**config.mk**
```make
export PLATFORM = sky130hd
export DESIGN_NAME = header_length_frame_receiver_top
export DESIGN_NICKNAME = d
export VERILOG_FILES = /design/src/hlfr_pkg.sv /design/src/header_length_frame_receiver_top.sv
export SDC_FILE = /design/constraint.sdc
export NUM_CORES = 1
export LEC_CHECK = 0
export CAP_MARGIN = 10
export CORE_MARGIN = 8
export CORE_UTILIZATION = 40
export CTS_CLUSTER_SIZE = 28
export DETAILED_ROUTE_END_ITERATION = 16
export DONT_BUFFER_PORTS = 1
export PLACE_DENSITY = 0.53
export SYNTH_ARGS = -nofsm -noshare
export SYNTH_HDL_FRONTEND = slang
export SYNTH_SLANG_ARGS = --single-unit
```
**constraint.sdc**
```tcl
create_clock -name clk -period 3.5 [get_ports clk]
set_input_delay 0.175 -clock clk [delete_from_list [all_inputs] [get_ports clk]]
set_output_delay 0.175 -clock clk [all_outputs]
set_load 0.005 [all_outputs]
```
**src/hlfr_pkg.sv**
```systemverilog
// hlfr_pkg: shared constants for the header/length frame receiver
// parse phase codes, register indexes and field widths
// no dependencies
package hlfr_pkg;

    localparam int BYTE_W  = 8;
    localparam int POS_W   = 9;
    localparam int PHASE_W = 3;
    localparam int CFG_IDX_W = 2;

    // parse phase codes
    localparam logic [PHASE_W-1:0] PHASE_HDR1 = 3'd0;
    localparam logic [PHASE_W-1:0] PHASE_HDR2 = 3'd1;
    localparam logic [PHASE_W-1:0] PHASE_CMD  = 3'd2;
    localparam logic [PHASE_W-1:0] PHASE_LEN  = 3'd3;
    localparam logic [PHASE_W-1:0] PHASE_BODY = 3'd4;

    // configuration register indexes
    localparam logic [CFG_IDX_W-1:0] REG_HEADER_FIRST  = 2'd0;
    localparam logic [CFG_IDX_W-1:0] REG_HEADER_SECOND = 2'd1;
    localparam logic [CFG_IDX_W-1:0] REG_SHORT_CMD_A   = 2'd2;
    localparam logic [CFG_IDX_W-1:0] REG_SHORT_CMD_B   = 2'd3;

    localparam logic [BYTE_W-1:0] HEADER_FIRST_RST  = 8'd201;
    localparam logic [BYTE_W-1:0] HEADER_SECOND_RST = 8'd218;
    localparam logic [BYTE_W-1:0] SHORT_CMD_A_RST   = 8'd163;
    localparam logic [BYTE_W-1:0] SHORT_CMD_B_RST   = 8'd164;

    // two crc bytes close every frame
    localparam logic [POS_W-1:0] CRC_BYTES = 9'd2;

endpackage

```
**src/header_length_frame_receiver_top.sv**
```systemverilog
// output: an accepted byte is registered and shows on the output in the cycle after it is accepted
// throughput: one byte per cycle; the output register frees as it is taken,
//   so a new byte is accepted whenever the output is empty or the held word leaves in the same cycle
// reset (rst_n low, asynchronous): parser hunts the first header, counters
//   clear, registers return to their defaults, output empty
// header_length_frame_receiver_top: frame parser with output register
// depends on hlfr_pkg
module header_length_frame_receiver_top (
    input  logic                         clk,
    input  logic                         rst_n,
    input  logic                         cfg_wen,
    input  logic [hlfr_pkg::CFG_IDX_W-1:0] cfg_index,
    input  logic [hlfr_pkg::BYTE_W-1:0]  cfg_data,
    input  logic                         in_valid,
    output logic                         in_ready,
    input  logic [hlfr_pkg::BYTE_W-1:0]  rx_byte,
    output logic                         out_valid,
    input  logic                         out_ready,
    output logic [hlfr_pkg::BYTE_W-1:0]  data_byte,
    output logic [hlfr_pkg::POS_W-1:0]   position,
    output logic                         last
);
    import hlfr_pkg::*;

    logic [BYTE_W-1:0]  header_first_reg;
    logic [BYTE_W-1:0]  header_second_reg;
    logic [BYTE_W-1:0]  short_cmd_a_reg;
    logic [BYTE_W-1:0]  short_cmd_b_reg;

    logic [PHASE_W-1:0] phase_reg, phase_next;
    logic [POS_W-1:0]   bytes_left_reg, bytes_left_next;
    logic [POS_W-1:0]   next_pos_reg, next_pos_next;

    logic               out_valid_reg;
    logic [BYTE_W-1:0]  data_byte_reg;
    logic [POS_W-1:0]   position_reg;
    logic               last_reg;

    logic               emit;
    logic [POS_W-1:0]   emit_pos;
    logic               emit_last;
    logic               in_accept;
    logic               fin;

    assign in_ready  = !out_valid_reg || out_ready;
    assign in_accept = in_valid && in_ready;
    assign fin       = (bytes_left_reg <= POS_W'(1));

    // configuration registers
    always_ff @(posedge clk or negedge rst_n)
    begin
        if (!rst_n)
        begin
            header_first_reg  <= HEADER_FIRST_RST;
            header_second_reg <= HEADER_SECOND_RST;
            short_cmd_a_reg   <= SHORT_CMD_A_RST;
            short_cmd_b_reg   <= SHORT_CMD_B_RST;
        end
        else if (cfg_wen)
        begin
            unique case (cfg_index)
                REG_HEADER_FIRST:  header_first_reg  <= cfg_data;
                REG_HEADER_SECOND: header_second_reg <= cfg_data;
                REG_SHORT_CMD_A:   short_cmd_a_reg   <= cfg_data;
                REG_SHORT_CMD_B:   short_cmd_b_reg   <= cfg_data;
            endcase
        end
    end

    // parser next state and result
    always_comb
    begin
        phase_next      = phase_reg;
        bytes_left_next = bytes_left_reg;
        next_pos_next   = next_pos_reg;
        emit            = 1'b0;
        emit_pos        = '0;
        emit_last       = 1'b0;
        unique case (phase_reg)
            PHASE_HDR2:
            begin
                phase_next = (rx_byte == header_second_reg) ? PHASE_CMD : PHASE_HDR1;
            end
            PHASE_CMD:
            begin
                emit = 1'b1;
                if (rx_byte == short_cmd_a_reg || rx_byte == short_cmd_b_reg)
                begin
                    bytes_left_next = CRC_BYTES;
                    next_pos_next   = POS_W'(1);
                    phase_next      = PHASE_BODY;
                end
                else
                begin
                    phase_next = PHASE_LEN;
                end
            end
            PHASE_LEN:
            begin
                // length byte itself is not emitted
                bytes_left_next = POS_W'(rx_byte) + CRC_BYTES;
                next_pos_next   = POS_W'(1);
                phase_next      = PHASE_BODY;
            end
            PHASE_BODY:
            begin
                emit          = 1'b1;
                emit_pos      = next_pos_reg;
                emit_last     = fin;
                next_pos_next = next_pos_reg + POS_W'(1);
                if (fin)
                begin
                    bytes_left_next = '0;
                    phase_next      = PHASE_HDR1;
                end
                else
                begin
                    bytes_left_next = bytes_left_reg - POS_W'(1);
                end
            end
            default:
            begin
                // hunting, also unused codes
                phase_next = (rx_byte == header_first_reg) ? PHASE_HDR2 : PHASE_HDR1;
            end
        endcase
    end

    always_ff @(posedge clk or negedge rst_n)
    begin
        if (!rst_n)
        begin
            phase_reg      <= PHASE_HDR1;
            bytes_left_reg <= '0;
            next_pos_reg   <= '0;
        end
        else if (in_accept)
        begin
            phase_reg      <= phase_next;
            bytes_left_reg <= bytes_left_next;
            next_pos_reg   <= next_pos_next;
        end
    end

    // output register
    always_ff @(posedge clk or negedge rst_n)
    begin
        if (!rst_n)
        begin
            out_valid_reg <= 1'b0;
        end
        else if (in_ready)
        begin
            out_valid_reg <= in_accept && emit;
        end
    end

    always_ff @(posedge clk)
    begin
        if (in_accept && emit)
        begin
            data_byte_reg <= rx_byte;
            position_reg  <= emit_pos;
            last_reg      <= emit_last;
        end
    end

    assign out_valid = out_valid_reg;
    assign data_byte = data_byte_reg;
    assign position  = position_reg;
    assign last      = last_reg;

`ifndef ASSERT_OFF
    // a command byte always lands in the output as position zero
    a_cmd_pos: assert property (@(posedge clk) disable iff (!rst_n)
        in_accept && phase_reg == PHASE_CMD |=> out_valid && position == '0 && !last)
        else $error("command byte not emitted at position zero");

    // outside the body the byte counter is idle
    a_left_idle: assert property (@(posedge clk) disable iff (!rst_n)
        phase_reg != PHASE_BODY |-> bytes_left_reg == '0)
        else $error("bytes left nonzero outside body");

    // the closing byte is never the command byte
    a_last_pos: assert property (@(posedge clk) disable iff (!rst_n)
        out_valid && last |-> position != '0)
        else $error("last flag on position zero");
`endif

endmodule
```
==> impl_metrics.toml <==
[critical_path]
cp.arrival_ns = 2.38
crit_fanout = 19
startpoint_type = "register"
end_kind = "register"
critPathKind = "reg -> reg"
required_ns = 3.70

[synthesis]
yosysSeqAreaShare = 0.521
syn_area_per_cell_um2 = 11.7
synth_area_um2 = 3670
synth_warnings = 0
syn_inst = 313
ys_ff_latch = 72
synth_edf_count = 18
syn-num-nets = 340
ys.flop_type = "dfrtp_1"
synth_cell_types = 50
synthArstFlopShare = 0.750

[detailed_routing]
wl_per_cell_um = 18.0
vias_per_cell = 5.47
ant_nets = 0
drt-pass1-iter-count = 4
routed_wl_um = 7970
drt_iter0_drc = 90
drc = 0
dr_total_vias = 2425

[finish]
final_cell_mix = "dfrtp_1, mux2_2, xnor2_1"
antenna_cells = 0
finalCoreUtilization = 0.453
drive_gt1_frac = 0.229
area.growth.synth_to_final_pct = 11.8
nets = 354
final_common_cell = "dfrtp_1"

[clock_network]
cts_root_buf = "clkbuf_8"
insertion_delay_ns = 0.34
cts_made_buffers = 9
clkTransAtPathRegs_ns = 0.07
ctsHtreeMaxLevel = 3
clock_sinks = 72
postCtsSetupRepairBufs = 0
clockBufferDepth = 2
cts_tree = "yes"

[timing]
setup_slack_ns = 1.33
final-hold-violation-count = 0
maxSlewHeadroom = 0.495
fin_crit_ns = 2.17
grt_setup_unrepaired = "no"
post-route-period-util = 0.621
maxSlewViolCount = 0
worst_pin_slew_ns = 0.757
max_freq_mhz = 460
tns_ns = 0
skew_ns = 0.00948
finalSetupViolations = 0

[placement]
post-dp-hpwl_um = 5670
dp_slack_ns = 1.35
place.gp.congestion = 0.800
portBuffers = 0

[floorplan]
initial_core_util = 0.405
fp.dieH_um = 112
coreArea_um2 = 9060
die-area_um2 = 12500
ios = 43
fp-row-count = 35
die_width_um = 112

[job]
max-cap-violations = 0

[pwr]
pwr_density_cell_nw_per_um2 = 454
p_leak_uw = 0.00157
ir_drop_uv = 219

[run_status]
status = "finished clean"

[grt]
gr-total-overflow = 0
track_usage = 0.136
grt_pass1_vias = 2487
antenna_found_initial = 0
grt_pass1_wl_um = 13300
grt_max_degree = 55

[hold_path]
hp-class = "in -> reg"
## repair_timing
action                                 in CTS  in global routing
endpoints found under the hold margin      94                  0
hold buffers                               18                  0
gates resized for setup                     0                  0
## worst max-delay path, cell delays in order (launching register included)
cell and delay, ns:
dfrtp_1 0.49, and3b_1 0.33, or2_4 0.28, a21oi_2 0.56
nand2b_1 0.27, a21oi_1 0.09
## synth_stat cells, types with 2 or more instances
master | instances | share of area
a21oi_1 | 11 | 0.015
nand3b_1 | 2 | 0.0041
inv_1 | 8 | 0.0082
dfstp_2 | 16 | 0.11
buf_2 | 9 | 0.012
nand2_1 | 10 | 0.010
a41oi_1 | 2 | 0.0048
and3_1 | 4 | 0.0068
nor4_1 | 4 | 0.0068
edfxtp_1 | 18 | 0.15
o21ai_0 | 13 | 0.018
nor3b_2 | 2 | 0.0068
a32oi_1 | 5 | 0.012
nand3_1 | 7 | 0.0095
a31oi_1 | 2 | 0.0034
nor3_1 | 6 | 0.0082
dfrtp_1 | 38 | 0.26
nor2_1 | 16 | 0.016
a21oi_2 | 2 | 0.0048
or3_1 | 5 | 0.0085
nand4_1 | 7 | 0.012
o21ai_1 | 12 | 0.016
ha_1 | 4 | 0.014
o31ai_1 | 5 | 0.010
nand2b_1 | 2 | 0.0034
and2_1 | 7 | 0.012
xnor2_1 | 20 | 0.048
xor2_1 | 19 | 0.045
mux2_2 | 32 | 0.098
buf_6 | 4 | 0.012
clkbuf_1 | 2 | 0.0020
## layout make-up
| type | count | area (um^2) |
|---|---|---|
| clock buffers | 12 | 145 |
| well taps | 111 | 139 |
| repair buffers | 19 | 205 |
| multi-input cells | 217 | 1630 |
| inverters | 8 | 30.0 |
| fillers | 864 | 4960 |
| flip-flops and latches | 72 | 1910 |
| clock inverters | 4 | 43.8 |
## routing by layer
layer  GRT usage  share of wire  vias to the layer above
li1            -              -                     1160
met1       0.165           0.46                     1196
met2       0.219           0.48                       62
met3      0.0427          0.053                        7
met4      0.0510          0.012                        0
met5           0              0                        -
## final timing paths
| path | from | end | slack, ns | cells after the start |
|---|---|---|---|---|
| setup / recovery | phase_reg[0] | bytes_left_reg[0] | 1.33 | 5 |
| hold / removal | rx_byte[0] | bytes_left_reg[0] | 0.07 | 2 |
| setup reg to reg | phase_reg[0] | bytes_left_reg[0] | 1.33 | 5 |
| hold reg to reg | short_cmd_b_reg[1] | short_cmd_b_reg[1] | 0.53 | 1 |
| max in group asynchronous | rst_n | short_cmd_a_reg[0] | 2.85 | 2 |
| min in group asynchronous | rst_n | bytes_left_reg[4] | 0.35 | 2 |
## stage by stage
stage               instances  hold WS (ns)  total power (uW)  area [um^2]
floorplan                 313        -0.121              1170         3670
global placement          409        -0.117              1200         3720
detailed placement        409        -0.117              1200         3720
CTS                       443        0.0510              1890         4100
global route              443        0.0775              1950         4100
finish                    443        0.0747              1860         4100
## report_power, final
| group | total (uW) | switching [uW] | internal (uW) | leakage, uW |
|---|---|---|---|---|
| clock network | 643 | 298 | 345 | 0.0000978 |
| registers | 1000 | 47.2 | 956 | 0.000809 |
| logic | 217 | 89.3 | 128 | 0.000662 |
## cell families after synthesis
family,share of synthesized area
flip-flops,0.521
XOR/XNOR,0.0931
buffers and inverters,0.0368
AO/OA/AOI/OAI,0.105
adder cells (fa/ha/maj),0.0136
multiplexers,0.101
AND/OR/NAND/NOR,0.130
Power figures use the tool's default switching activity.
